--- src/hw/rtl/sdds_pkg.sv ---
package sdds_pkg;

  localparam int SDDS_PHASE_BITS     = 32;
  localparam int SDDS_TABLE_ADDR_BITS = 10;
  localparam int SDDS_SAMPLE_RATE    = 4000;
  localparam int SDDS_DAC_BITS       = 12;

  localparam int FREQ_BITS      = 18;
  localparam int AMP_BITS       = 10;
  localparam int CFG_DATA_BITS  = 18;
  localparam int CFG_INDEX_BITS = 1;

  localparam logic [CFG_INDEX_BITS-1:0] REG_FREQUENCY = 1'b0;
  localparam logic [CFG_INDEX_BITS-1:0] REG_AMPLITUDE = 1'b1;

  localparam logic [FREQ_BITS-1:0] FREQ_RESET = 18'd1000;
  localparam logic [AMP_BITS-1:0]  AMP_RESET  = 10'd100;

  // Width of one operand of the shared serial multiplier.
  localparam int MUL_BITS = 32;

  localparam logic [MUL_BITS-1:0] HALF_PI_Q30 = 32'd1686629713;
  localparam logic [30:0]         ONE_Q30     = 31'h4000_0000;
  localparam int                  VREF_CENTIVOLTS = 330;
  localparam logic [16:0]         SINE_OFFSET = 17'd32768;

  // Odd Taylor terms from x^3 up to x^13.
  localparam int TERMS = 6;
  localparam int TERM_IDX_BITS = 3;

  typedef enum logic [0:0] {
    OP_MUL,
    OP_DIV
  } sdds_op_t;

  typedef struct packed {
    logic     start;
    sdds_op_t op;
  } sdds_req_t;

  typedef enum logic [4:0] {
    ST_IDLE,
    ST_STEP_DIV,
    ST_STEP_WAIT,
    ST_PHASE,
    ST_X_MUL,
    ST_X_WAIT,
    ST_X2_MUL,
    ST_X2_WAIT,
    ST_T_MUL,
    ST_T_MUL_WAIT,
    ST_T_DIV,
    ST_T_DIV_WAIT,
    ST_ROUND,
    ST_AMP_MUL,
    ST_AMP_WAIT,
    ST_SCALE_DIV,
    ST_SCALE_WAIT,
    ST_OUT
  } sdds_state_t;

  // Denominator (n-1)*n of the Taylor term x^n, with n = 2k+3.
  function automatic logic [7:0] term_divisor(input logic [TERM_IDX_BITS-1:0] k);
    logic [7:0] d;
    unique case (k)
      3'd0: d = 8'd6;
      3'd1: d = 8'd20;
      3'd2: d = 8'd42;
      3'd3: d = 8'd72;
      3'd4: d = 8'd110;
      3'd5: d = 8'd156;
      default: d = 8'd156;
    endcase
    return d;
  endfunction

endpackage

--- src/hw/rtl/sdds_serial_unit.sv ---
module sdds_serial_unit
  import sdds_pkg::*;
#(
  parameter int W   = 64,
  parameter int DVW = 19
) (
  input  logic                clk,
  input  logic                rst,
  input  sdds_req_t           req,
  input  logic [W-1:0]        opa,
  input  logic [MUL_BITS-1:0] opb,
  output logic                done,
  output logic [W-1:0]        result
);

  localparam int CW = $clog2(W + 1);

  logic                busy;
  sdds_op_t            op_q;
  logic [CW-1:0]       cnt;
  logic [MUL_BITS-1:0] mcand;
  logic [MUL_BITS-1:0] hi;
  logic [W-1:0]        lo;
  logic [DVW-1:0]      rem;

  logic [MUL_BITS:0]   mul_sum;
  logic [DVW:0]        div_shift;
  logic [DVW:0]        div_diff;
  logic                div_ge;

  // Multiply: one multiplier bit per cycle, LSB first, product shifting right into lo.
  // Divide: one quotient bit per cycle, dividend shifting left out of lo.
  always_comb begin
    mul_sum   = {1'b0, hi} + (lo[0] ? {1'b0, mcand} : {(MUL_BITS + 1){1'b0}});
    div_shift = {rem, lo[W-1]};
    div_diff  = div_shift - {1'b0, mcand[DVW-1:0]};
    div_ge    = div_shift >= {1'b0, mcand[DVW-1:0]};
  end

  always_ff @(posedge clk) begin
    if (rst) begin
      busy <= 1'b0;
      done <= 1'b0;
      op_q <= OP_MUL;
    end else begin
      done <= 1'b0;
      if (req.start) begin
        busy  <= 1'b1;
        op_q  <= req.op;
        mcand <= opb;
        lo    <= opa;
        hi    <= '0;
        rem   <= '0;
        cnt   <= (req.op == OP_MUL) ? CW'(MUL_BITS) : CW'(W);
      end else if (busy) begin
        unique case (op_q)
          OP_MUL: begin
            hi              <= mul_sum[MUL_BITS:1];
            lo[MUL_BITS-1:0] <= {mul_sum[0], lo[MUL_BITS-1:1]};
          end
          OP_DIV: begin
            rem <= div_ge ? div_diff[DVW-1:0] : div_shift[DVW-1:0];
            lo  <= {lo[W-2:0], div_ge};
          end
        endcase
        cnt <= cnt - 1'b1;
        if (cnt == CW'(1)) begin
          busy <= 1'b0;
          done <= 1'b1;
        end
      end
    end
  end

  // The result holds until the next start.
  always_comb begin
    unique case (op_q)
      OP_MUL: result = W'({hi, lo[MUL_BITS-1:0]});
      OP_DIV: result = lo;
    endcase
  end

endmodule

--- src/hw/rtl/sine_dds_dac_generator.sv ---
// An accepted tick of 1 yields one DAC code; W = max(2*MUL_BITS, PHASE_BITS+19).
// All work goes through one shared bit-serial unit: eight divisions of W steps and nine
// multiplies of 32 steps. One tick is in work at a time, so a tick of 1 is not taken
// again until the code of the last one has gone to the output register; a full output
// register holds the block until it drains. A tick of 0 is taken whenever the block is idle.
// Synchronous reset clears the phase, restores the register defaults and empties the output.
module sine_dds_dac_generator
  import sdds_pkg::*;
#(
  parameter int PHASE_BITS           = SDDS_PHASE_BITS,
  parameter int SINE_TABLE_ADDR_BITS = SDDS_TABLE_ADDR_BITS,
  parameter int SAMPLE_RATE          = SDDS_SAMPLE_RATE,
  parameter int DAC_BITS             = SDDS_DAC_BITS
) (
  input  logic                      clk,
  input  logic                      rst,
  input  logic                      cfg_we,
  input  logic [CFG_INDEX_BITS-1:0] cfg_index,
  input  logic [CFG_DATA_BITS-1:0]  cfg_data,
  input  logic                      in_valid,
  output logic                      in_ready,
  input  logic                      tick,
  output logic                      out_valid,
  input  logic                      out_ready,
  output logic [DAC_BITS-1:0]       dac_code
);

  localparam int A       = SINE_TABLE_ADDR_BITS;
  localparam int DIVISOR = 100 * SAMPLE_RATE;
  localparam int DVW_RAW = $clog2(DIVISOR + 1);
  localparam int DVW     = (DVW_RAW > 9) ? DVW_RAW : 9;
  localparam int W       = (2 * MUL_BITS > FREQ_BITS + PHASE_BITS + 1) ?
                           2 * MUL_BITS : FREQ_BITS + PHASE_BITS + 1;
  localparam int N1W     = 17 + AMP_BITS;
  localparam int NW      = N1W + DAC_BITS;
  localparam logic [A-2:0]        QUARTER  = {1'b1, {(A - 2){1'b0}}};
  localparam logic [DAC_BITS-1:0] DAC_FULL = '1;

  sdds_state_t state, state_next;

  logic [FREQ_BITS-1:0]     freq;
  logic [AMP_BITS-1:0]      amp;
  logic [PHASE_BITS-1:0]    phase;
  logic [PHASE_BITS-1:0]    step;
  logic [MUL_BITS-1:0]      x;
  logic [MUL_BITS-1:0]      x2;
  logic [MUL_BITS-1:0]      term;
  logic signed [33:0]       sum;
  logic [TERM_IDX_BITS-1:0] k;
  logic [16:0]              u;
  logic [NW-17:0]           scaled;

  sdds_req_t           req;
  logic [W-1:0]        opa;
  logic [MUL_BITS-1:0] opb;
  logic                done;
  logic [W-1:0]        res;

  logic [1:0]      quad;
  logic [A-2:0]    m;
  logic [PHASE_BITS:0] step_round;
  logic [30:0]     clamped;
  logic [31:0]     rounded;
  logic [15:0]     mag;
  logic [NW-1:0]   n1_ext;
  logic [NW-1:0]   n_full;
  logic            out_free;

  sdds_serial_unit #(
    .W   (W),
    .DVW (DVW)
  ) u_unit (
    .clk    (clk),
    .rst    (rst),
    .req    (req),
    .opa    (opa),
    .opb    (opb),
    .done   (done),
    .result (res)
  );

  assign in_ready = (state == ST_IDLE);
  assign out_free = !out_valid || out_ready;

  always_comb begin
    quad       = phase[PHASE_BITS-1 -: 2];
    m          = quad[0] ? QUARTER - {1'b0, phase[PHASE_BITS-3 -: A-2]}
                         : {1'b0, phase[PHASE_BITS-3 -: A-2]};
    step_round = res[PHASE_BITS:0] + 1'b1;
    if (sum[33]) begin
      clamped = '0;
    end else if (sum > $signed({3'b000, ONE_Q30})) begin
      clamped = ONE_Q30;
    end else begin
      clamped = sum[30:0];
    end
    rounded = {1'b0, clamped} + 32'h0000_4000;
    mag     = rounded[30:15];
    n1_ext  = NW'(res[N1W-1:0]);
    n_full  = (n1_ext << DAC_BITS) - n1_ext;
  end

  always_ff @(posedge clk) begin
    if (rst) begin
      state <= ST_IDLE;
    end else begin
      state <= state_next;
    end
  end

  always_comb begin
    state_next = state;
    req.start  = 1'b0;
    req.op     = OP_MUL;
    opa        = '0;
    opb        = '0;
    unique case (state)
      ST_IDLE: begin
        if (in_valid && tick) begin
          state_next = ST_STEP_DIV;
        end
      end
      ST_STEP_DIV: begin
        req.start  = 1'b1;
        req.op     = OP_DIV;
        opa        = W'(freq) << (PHASE_BITS + 1);
        opb        = MUL_BITS'(DIVISOR);
        state_next = ST_STEP_WAIT;
      end
      ST_STEP_WAIT: if (done) state_next = ST_PHASE;
      ST_PHASE:     state_next = ST_X_MUL;
      ST_X_MUL: begin
        req.start  = 1'b1;
        opa        = W'(m);
        opb        = HALF_PI_Q30;
        state_next = ST_X_WAIT;
      end
      ST_X_WAIT: if (done) state_next = ST_X2_MUL;
      ST_X2_MUL: begin
        req.start  = 1'b1;
        opa        = W'(x);
        opb        = x;
        state_next = ST_X2_WAIT;
      end
      ST_X2_WAIT: if (done) state_next = ST_T_MUL;
      ST_T_MUL: begin
        req.start  = 1'b1;
        opa        = W'(x2);
        opb        = term;
        state_next = ST_T_MUL_WAIT;
      end
      ST_T_MUL_WAIT: if (done) state_next = ST_T_DIV;
      ST_T_DIV: begin
        // The product still stands in the unit and is loaded back as the dividend.
        req.start  = 1'b1;
        req.op     = OP_DIV;
        opa        = res >> 30;
        opb        = MUL_BITS'(term_divisor(k));
        state_next = ST_T_DIV_WAIT;
      end
      ST_T_DIV_WAIT: begin
        if (done) begin
          state_next = (k == TERM_IDX_BITS'(TERMS - 1)) ? ST_ROUND : ST_T_MUL;
        end
      end
      ST_ROUND: state_next = ST_AMP_MUL;
      ST_AMP_MUL: begin
        req.start  = 1'b1;
        opa        = W'(amp);
        opb        = MUL_BITS'(u);
        state_next = ST_AMP_WAIT;
      end
      ST_AMP_WAIT: if (done) state_next = ST_SCALE_DIV;
      ST_SCALE_DIV: begin
        req.start  = 1'b1;
        req.op     = OP_DIV;
        opa        = W'(scaled);
        opb        = MUL_BITS'(VREF_CENTIVOLTS);
        state_next = ST_SCALE_WAIT;
      end
      ST_SCALE_WAIT: if (done) state_next = ST_OUT;
      ST_OUT: if (out_free) state_next = ST_IDLE;
      default: state_next = ST_IDLE;
    endcase
  end

  always_ff @(posedge clk) begin
    if (rst) begin
      freq  <= FREQ_RESET;
      amp   <= AMP_RESET;
      phase <= '0;
    end else begin
      if (cfg_we) begin
        unique case (cfg_index)
          REG_FREQUENCY: freq <= cfg_data[FREQ_BITS-1:0];
          REG_AMPLITUDE: amp  <= cfg_data[AMP_BITS-1:0];
        endcase
      end
      if (state == ST_PHASE) begin
        phase <= phase + step;
      end
    end
  end

  always_ff @(posedge clk) begin
    unique case (state)
      ST_STEP_WAIT: if (done) step <= step_round[PHASE_BITS:1];
      ST_X_WAIT:    if (done) x <= MUL_BITS'(res >> (A - 2));
      ST_X2_WAIT: begin
        if (done) begin
          x2   <= MUL_BITS'(res >> 30);
          term <= x;
          sum  <= $signed({2'b00, x});
          k    <= '0;
        end
      end
      ST_T_DIV_WAIT: begin
        if (done) begin
          term <= res[MUL_BITS-1:0];
          // Terms alternate in sign, starting with a subtraction of the cubic term.
          if (k[0]) begin
            sum <= sum + $signed({2'b00, res[MUL_BITS-1:0]});
          end else begin
            sum <= sum - $signed({2'b00, res[MUL_BITS-1:0]});
          end
          k <= k + 1'b1;
        end
      end
      ST_ROUND:    u <= quad[1] ? SINE_OFFSET - 17'(mag) : SINE_OFFSET + 17'(mag);
      ST_AMP_WAIT: if (done) scaled <= n_full[NW-1:16];
      default: ;
    endcase
  end

  always_ff @(posedge clk) begin
    if (rst) begin
      out_valid <= 1'b0;
    end else if (state == ST_OUT && out_free) begin
      out_valid <= 1'b1;
      dac_code  <= (res > W'(DAC_FULL)) ? DAC_FULL : res[DAC_BITS-1:0];
    end else if (out_ready) begin
      out_valid <= 1'b0;
    end
  end

endmodule
--- config.mk ---
export PLATFORM = sky130hd
export DESIGN_NAME = sine_dds_dac_generator
export DESIGN_NICKNAME = d
export VERILOG_FILES = /design/src/hw/rtl/sdds_pkg.sv /design/src/hw/rtl/sdds_serial_unit.sv /design/src/hw/rtl/sine_dds_dac_generator.sv
export SDC_FILE = /design/constraint.sdc
export NUM_CORES = 1
export LEC_CHECK = 0
export ABC_AREA = 1
export BUFFER_PORTS_ARGS = -buffer_cell sky130_fd_sc_hd__buf_2
export CORE_ASPECT_RATIO = 1.1
export CORE_MARGIN = 5
export CORE_UTILIZATION = 40
export CTS_CLUSTER_DIAMETER = 30
export DETAILED_ROUTE_END_ITERATION = 10
export MAX_ROUTING_LAYER = met4
export PLACE_DENSITY_LB_ADDON = 0.15
export SLEW_MARGIN = 25
export SYNTH_ARGS = -nofsm -noshare
export SYNTH_HDL_FRONTEND = slang
export SYNTH_SLANG_ARGS = --single-unit
--- constraint.sdc ---
create_clock -name clk -period 7.3 [get_ports clk]
set_input_delay 0.73 -clock clk [delete_from_list [all_inputs] [get_ports clk]]
set_output_delay 0.73 -clock clk [all_outputs]
set_load 0.05 [all_outputs]
==> results of run 1 <==
==> metal layers <==
layer | part of all wire [%] | routed length, microns
met5 | 0 | 0
met2 | 45 | 44700
met4 | 4.5 | 4520
met3 | 8.1 | 8120
met1 | 43 | 42700
==> through the flow <==
stage / util [%] / instances / total power (uW)
after CTS: 47.8 / 4450 / 14700
after global placement: 42.0 / 4242 / 9550
after floorplan: - / 3345 / 7680
after global routing: 47.8 / 4455 / 15600
after detailed placement: 42.1 / 4244 / 9610
final: 47.8 / 4455 / 14800
==> kinds of logic (layout without fill, tap and decap cells) <==
family | Yosys count | in the layout
adder cells (fa/ha/maj) | 145 | 145
buffers and inverters | 586 | 764
flip-flops | 440 | 440
other | 0 | 5
XOR/XNOR | 146 | 146
AO/OA/AOI/OAI | 769 | 769
AND/OR/NAND/NOR | 1259 | 1259
==> synthesized netlist by cell type, types with 5 or more instances <==
cell type    n
nand4_1     47
o21bai_1    13
xnor2_1     27
a21o_1      11
nand3_1    105
o2111ai_1    6
nand2_2      9
o211ai_1    14
inv_2       24
xor2_1     117
nand2_1    619
ha_1       141
or2_2        5
o22ai_1     10
a22oi_1      9
nor2_1     370
o221ai_1    26
nor3_1      37
nor2_4       9
a211oi_1    12
nand3_2      8
nor4_1      18
a31oi_1     27
clkinv_1    10
a21boi_0     9
o21ai_0    297
o31ai_1      5
clkbuf_1    77
buf_2       19
o21a_1      12
a221oi_1    23
a22o_1       7
edfxtp_1   371
o21ai_1     18
a21oi_1    257
nor2_2      10
dfxtp_1     69
inv_1      452
==> power breakdown <==
part	switching, uW	leakage (uW)	total (uW)	internal [uW]
Sequential	566	0.00394	4150	3590
Clock	1650	0.00186	5090	3440
Combinational	3890	0.00827	5550	1670
Total	6100	0.0141	14800	8700
==> how the worst max path moves through the flow <==
stage	start	endpoint	slack (ns)	depth (start not counted)
after floorplan	state[4]$_SDFFE_PP0P_	k[0]$_SDFFCE_PN0P_	2.82	8
after global placement	u_unit.lo[7]$_DFFE_PP_	sum[28]$_DFFE_PP_	3.09	19
after detailed placement	u_unit.lo[7]$_DFFE_PP_	sum[28]$_DFFE_PP_	3.00	19
after CTS	u_unit.lo[7]$_DFFE_PP_	sum[28]$_DFFE_PP_	2.98	19
after global routing	u_unit.lo[2]$_DFFE_PP_	sum[28]$_DFFE_PP_	2.59	21
final	u_unit.lo[7]$_DFFE_PP_	sum[28]$_DFFE_PP_	2.98	19
==> critical path, delay by kind of cell (launching register included) <==
kind | cells | cell delay (ns)
AO/OA/AOI/OAI | 5 | 0.93
flip-flops | 1 | 0.54
AND/OR/NAND/NOR | 10 | 1.61
buffers and inverters | 2 | 0.39
adder cells (fa/ha/maj) | 1 | 0.39
XOR/XNOR | 1 | 0.17
==> flip-flops by register name, indices dropped and copies added, names as in the netlist, 32 cells and up <==
signal and count:
x2 32, term 32, sum 34, phase 32, x 32, u_unit.hi 32
u_unit.lo 64, u_unit.mcand 32, step 32
==> cell type report <==
type	instances	area (sq um)	area share, %
Inverter	486	1820	5.54
Antenna cell	5	12.5	0.0380
Clock inverter	82	982	2.99
Tap cell	927	1160	3.53
Sequential cell	440	12500	38.1
Timing Repair Buffer	72	485	1.48
Clock buffer	124	2910	8.84
Multi-Input combinational cell	2319	13000	39.5
==> summary.md, run 1 <==
| Metric | Value |
|---|---|
| Status | `finished, final reports clean` |
| 1st-iter DRT viols | `2,613` |
| Vias/cell | `5.55` |
| Final Hold Fails | `0` |
| Post-Syn Nets | `3,515` |
| Worst reg2reg startpoint | `u_unit.lo[7]$_DFFE_PP_` |
| Placed Area | `29,000 sq um` |
| M3 GR Usage | `5.33%` |
| Wire per inst | `22.5 microns` |
| Final ANT Viol Nets | `0` |
| Core Region | `68,900 sq um` |
| Hold_sp | `cfg_data[10]` |
| Distinct cells, synth | `64` |
| Clock buffer count from CTS | `109` |
| Height of the die | `286 microns` |
| Cells on worst reg2reg path | `19` |
| Die area | `74,600 sq um` |
| RSZ-0062 raised after global routing | `no` |
| Synth async-reset ratio | `0%` |
| Gpl congestion | `0.962` |
| Max Freq | `231 MHz` |
| VDD IR max | `198 uV` |
| Leading area contributor after synthesis | `edfxtp_1` |
| Largest family of logic cells by synthesized area | `simple AND/OR/NAND/NOR gates` |
| Gr usage total | `27.0%` |
| Post-CTS sizing | `0` |
| Met2 Use GR | `41.1%` |
| Root buffer cell | `clkbuf_16` |
| Setup ws final | `2.98 ns` |
| YS warnings | `0` |
| Rows | `101` |
| P per Cell Area | `450 nW/um^2` |
| Layout cells sized above 1 | `10.4%` |
| DRC errors left | `0` |
| Worst Path Class, Setup | `flop to flop` |
| Clock sinks | `440` |
| # hold bufs at CTS | `0` |
| # setup viols final | `0` |
| Slew Viols, Final | `0` |
| Syn Inst Count | `3,345` |
| Hold_ws | `0.314 ns` |
| Post-synthesis mux area share | `0%` |
| GR Util met1 | `35.3%` |
| Pre-CTS setup slack | `3.00 ns` |
| CP Cell Sequence | `inv_1 -> nand3_1 -> nor3b_2 -> nand2_1 -> nor3_2 -> nand2_1 -> o21ai_1 -> nand2_1 -> xor2_1 -> ha_1 -> nand2_1 -> nor2_1 -> inv_1 -> nor2_1 -> nand3_1 -> o21ai_0 -> a21oi_1 -> o21ai_0 -> o21ai_0` |
| CP Launch Type | `flop` |
| Max stage delay cell, worst path | `edfxtp_1` |
| XOR/XNOR share of the synthesized area | `4.67%` |
| Syn_area_per_cell | `8.28 sq um` |
| Register-to-register setup slack | `2.98 ns` |
| Post-route minimum period | `4.32 ns` |
| WP data required | `7.66 ns` |
| Critical Path Fanout Max | `7` |
| Worst min-delay path class | `input pin to flop` |
| R2r endpoint | `sum[28]$_DFFE_PP_` |
| I/O pin count | `39` |
| CTS tree | `yes` |
| Max Cap Viol | `0` |
| Layout Area Growth over Synthesis | `18.8%` |
| Hold path cells | `3` |
| Most frequent cells in the layout | `nand2_1, inv_1, edfxtp_1` |
| Post-synth top area share | `40.2%` |
| Dominant synthesized flop cell | `edfxtp_1` |
| Port Buf Inserts | `38` |
| Arr. time, crit path | `4.69 ns` |
| Leakage | `0.0141 uW` |
| Commonest non-fill, non-tap cell in the layout | `nand2_1` |
| Max Root-Sink Buffers | `3` |
| Period utilisation layout | `59.2%` |
| Most used routing layer in global routing | `met2` |
| Vias | `24,700` |
| Critical Path Max Stage Delay | `0.54 ns` |
| Vias in the first global route | `24,000` |
| Initial Utilization | `40.2%` |
| Number of iterations in the first detailed-routing pass | `6` |
| Global-route wire length before repair | `149 mm` |
| Final TNS setup | `0 ns` |
| Synth Register Bits | `440` |
| Die Wd | `261 microns` |
| Mapped cell area | `27,700 sq um` |
| Most common cell on crit path | `nand2_1` |
| Tightest Pin Transition | `0.959 ns` |
| Fin area | `32,900 sq um` |
| Max-Slew Margin vs Limit | `35.4%` |
| CTS clk-pin slew, worst paths | `0.05 ns` |
| Post-synthesis adder-cell area fraction | `6.66%` |
| Grt total ovfl | `0` |
| Setup crit end kind | `flop` |
| Filler cells | `6,599` |
| Post-synthesis sequential area ratio | `45.2%` |
| Dpl hpwl | `75.2 mm` |
| Number of flops mapped to enable cells by yosys | `371` |
| Nets | `3,598` |
| Simple-gate share of the synthesized area | `19.5%` |
| Antenna violations before repair | `7` |
| Largest net degree at the start of global routing | `66` |
| Final wirelength | `100 mm` |
| Skew final | `0.0252 ns` |
| Setup bufs post-CTS | `0` |
| Htree depth | `3` |
| Synth top area cells | `edfxtp_1, nand2_1, ha_1` |
| Hold EP | `freq[10]$_SDFFE_PP0P_` |
| Clk Latency, worst-skew pair | `0.65 ns` |
| Synth Area in Compound Gates | `15.9%` |
No activity file was read; power rests on OpenSTA's default activity.
==> run 2: changes to the inputs <==
- ABC_AREA: 1 -> 0
- clock period: 7.3 -> 3.8 ns (I/O delays scaled with it)
==> summary.md, run 2 <==
| Metric | Value |
|---|---|
| Leading area contributor after synthesis | `edfxtp_1 (unchanged)` |
| Violated checks | `negative setup slack` |
| Tightest Pin Transition | `0.980 ns (was 0.959 ns)` |
| Initial Utilization | `40.2% (about the same)` |
| Combinational Power Share | `36.5% (was 37.5%)` |
| Distinct cells, synth | `91 (was 64)` |
| Final wirelength | `89.0 mm (was 100 mm)` |
| Final Hold Fails | `0 (unchanged)` |
| Filler cells | `5,932 (was 6,599)` |
| Worst min-delay path class | `input pin to flop (unchanged)` |
| Synth Register Bits | `440 (unchanged)` |
| RSZ-0062 raised after global routing | `yes (was no)` |
| Arr. time, crit path | `4.38 ns (was 4.69 ns)` |
| Max FFs per register | `64 (unchanged)` |
| Post-synthesis sequential area ratio | `47.0% (was 45.2%)` |
| Commonest non-fill, non-tap cell in the layout | `edfxtp_1 (was nand2_1)` |
| 1st-iter DRT viols | `2,008 (was 2,613)` |
| Setup ws final | `-0.201 ns (was 2.98 ns)` |
| VDD IR max | `412 uV (was 198 uV)` |
| Worst Path Class, Setup | `flop to flop (unchanged)` |
| Skew final | `0.0241 ns (was 0.0252 ns)` |
| Reg with most FFs | `u_unit.lo (unchanged)` |
| Switch share | `35.7% (was 41.2%)` |
| Dpl hpwl | `65.1 mm (was 75.2 mm)` |
| YS warnings | `0 (unchanged)` |
| Post-route minimum period | `4.00 ns (was 4.32 ns)` |
| DRC errors left | `0 (unchanged)` |
| P per Cell Area | `776 nW/um^2 (was 450 nW/um^2)` |
| Status | `finished with violations (was finished, final reports clean)` |
| Clock share of power | `36.9% (was 34.4%)` |
| Core Util, Final | `51.6% (was 47.8%)` |
| Pre-CTS setup slack | `-0.494 ns (was 3.00 ns)` |
| CTS clk-pin slew, worst paths | `0.05 ns (about the same)` |
| Slew Viols, Final | `0 (unchanged)` |
| Die Wd | `256 microns (was 261 microns)` |
| Syn Inst Count | `2,674 (was 3,345)` |
| Port Buf Inserts | `38 (unchanged)` |
| Final TNS setup | `-1.35 ns (was 0 ns)` |
| Dominant synthesized flop cell | `edfxtp_1 (unchanged)` |
| Nets | `3,148 (was 3,598)` |
| Gpl congestion | `0.943 (was 0.962)` |
| Largest net degree at the start of global routing | `87 (was 66)` |
| Height of the die | `281 microns (was 286 microns)` |
| Grt total ovfl | `0 (unchanged)` |
| I/O pin count | `39 (unchanged)` |
| Post-Syn Nets | `2,844 (was 3,515)` |
| Vias/cell | `5.69 (was 5.55)` |
| Clock sinks | `440 (unchanged)` |
| Die area | `71,800 sq um (was 74,600 sq um)` |
| Hold path cells | `3 (unchanged)` |
| Number of flops mapped to enable cells by yosys | `371 (unchanged)` |
| Biggest regs | `u_unit.lo (64), sum (34) (unchanged)` |
| CTS tree | `yes (unchanged)` |
| Synth cell count leaders | `edfxtp_1, nand2_1, nor2_1, a21oi_1, o21ai_0 (was nand2_1, inv_1, edfxtp_1, nor2_1, o21ai_0)` |
| Leakage | `0.0131 uW (was 0.0141 uW)` |
| WP data required | `4.17 ns (was 7.66 ns)` |
| Max Freq | `250 MHz (was 231 MHz)` |
| Layout Area Growth over Synthesis | `28.2% (was 18.8%)` |
| Mapped cell area | `26,600 sq um (was 27,700 sq um)` |
| Syn_area_per_cell | `9.95 sq um (was 8.28 sq um)` |
| Sequential share of power | `26.6% (was 28.1%)` |
| Post-synth top area share | `41.9% (was 40.2%)` |
| Psw | `9450 uW (was 6100 uW)` |
| Max-Slew Margin vs Limit | `34.0% (was 35.4%)` |
| CP Launch Type | `flop (unchanged)` |
| Synth top area cells | `edfxtp_1, ha_1, dfxtp_1 (was edfxtp_1, nand2_1, ha_1)` |
| Clock buffer count from CTS | `108 (was 109)` |
| Cells on worst reg2reg path | `17 (was 19)` |
| Antenna violations before repair | `0 (was 7)` |
| Internal Pwr Total | `17,000 uW (was 8700 uW)` |
| Wire per inst | `22.7 microns (was 22.5 microns)` |
| # setup viols final | `10 (was 0)` |
| Final ANT Viol Nets | `0 (unchanged)` |
| Count leader, synth | `edfxtp_1 (was nand2_1)` |
| Vias | `22,400 (was 24,700)` |
| Core Region | `66,100 sq um (was 68,900 sq um)` |
| Max Root-Sink Buffers | `3 (unchanged)` |
| Period utilisation layout | `105% (was 59.2%)` |
| Layout cells sized above 1 | `21.2% (was 10.4%)` |
| Root buffer cell | `clkbuf_16 (unchanged)` |
| Number of iterations in the first detailed-routing pass | `7 (was 6)` |
| # diodes | `0 (was 5)` |
| Rows | `99 (was 101)` |
| Synth async-reset ratio | `0% (unchanged)` |
| Vias in the first global route | `22,200 (was 24,000)` |
| Gr usage total | `24.7% (was 27.0%)` |
| Most frequent cells in the layout | `edfxtp_1, nand2_1, buf_4 (was nand2_1, inv_1, edfxtp_1)` |
| Global-route wire length before repair | `134 mm (was 149 mm)` |
| Critical Path Fanout Max | `4 (was 7)` |
| Max Cap Viol | `0 (unchanged)` |
| Htree depth | `3 (unchanged)` |
| Setup crit end kind | `flop (unchanged)` |
| Clk Latency, worst-skew pair | `0.65 ns (about the same)` |
## run 2: changes by cell type after synthesis, moves of 62 or more
| cell | delta |
|---|---|
| inv_1 | -358 |
| nand2_1 | -296 |
| nor2_1 | -176 |
| o21ai_0 | -149 |
| xnor2_1 | +106 |
| a21oi_1 | -74 |
| mux2i_1 | +62 |
## run 2: worst paths after layout
kind | slack, ns | end | from
worst max-delay path | -0.20 | sum[32]$_SDFFCE_PN0P_ | u_unit.lo[6]$_DFFE_PP_
worst min-delay path | 0.07 | out_valid$_SDFFE_PP0P_ | out_ready
worst max register to register | -0.20 | sum[32]$_SDFFCE_PN0P_ | u_unit.lo[6]$_DFFE_PP_
worst min register to register | 0.46 | phase[11]$_SDFFE_PP0P_ | phase[11]$_SDFFE_PP0P_
## run 2: cells by family after synthesis
group                      Yosys count  synth area share, %
AOI/OAI and AO/OA                  660                 16.4
xor gates and xnor gates           199                 6.58
adders and majority gates          145                 6.93
buffers and inverters              239                 3.49
DFF                                440                 47.0
muxes                               85                 3.30
and+or+nand+nor                    906                 16.3
## run 2: through the flow
step                cells  hold slack (ns)  instance area [sq um]  total power (uW)
finish               3931           0.0714                  34100             26500
global route         3931           0.0874                  34100             27700
CTS                  3908           0.0546                  33700             26200
detailed placement   3680            0.452                  29400             16200
global placement     3680            0.444                  29400             16100
floorplan            2674            0.421                  26700             12900
## run 2: final cells by class
type | count | area [sq um] | share of cell area [%]
Multi-Input combinational cell | 1995 | 13700 | 40.2
Timing Repair Buffer | 336 | 2570 | 7.54
Clock buffer | 117 | 2770 | 8.11
Sequential cell | 440 | 12500 | 36.7
Clock inverter | 88 | 1110 | 3.25
Tap cell | 858 | 1070 | 3.15
Inverter | 97 | 364 | 1.07
## run 2: power groups by stage
stage,logic (uW),clock network (uW),registers (uW)
final,9660,9760,7050
after global routing,10500,10200,7100
after CTS,9330,9870,7020
after detailed placement,9120,0,7090
after global placement,9010,0,7080
after floorplan,6090,0,6830
## run 2: routing by layer
| metal | wire (microns) | GRT usage, % | vias to the layer above |
|---|---|---|---|
| li1 | - | - | 10500 |
| met1 | 38300 | 32.1 | 10800 |
| met2 | 40500 | 38.4 | 802 |
| met3 | 5900 | 3.92 | 195 |
| met4 | 4380 | 11.2 | 0 |
| met5 | 0 | - | - |
## run 2: critical path, stage by stage (launching register included)
cell,delay (ns)
edfxtp_1,0.38
or4_4,0.58
nor3_4,0.18
and2_4,0.19
and4_4,0.26
nor2_1,0.06
xnor2_1,0.14
ha_1,0.37
a21oi_2,0.21
a21boi_1,0.09
o31a_1,0.27
a31o_4,0.23
o21ai_4,0.07
o21a_1,0.18
o211ai_1,0.10
a21oi_1,0.19
xor2_1,0.16
nor2_1,0.05
## run 2: timing repair
| item | 4_1_cts | 5_1_grt |
|---|---|---|
| setup endpoints to repair | 12 | 37 |
| setup buffers | 6 | 24 |
| gates resized for setup | 30 | 66 |
| hold buffers | 18 | 0 |
| hold endpoints to repair | 27 | 0 |
| pin swaps | 14 | 32 |
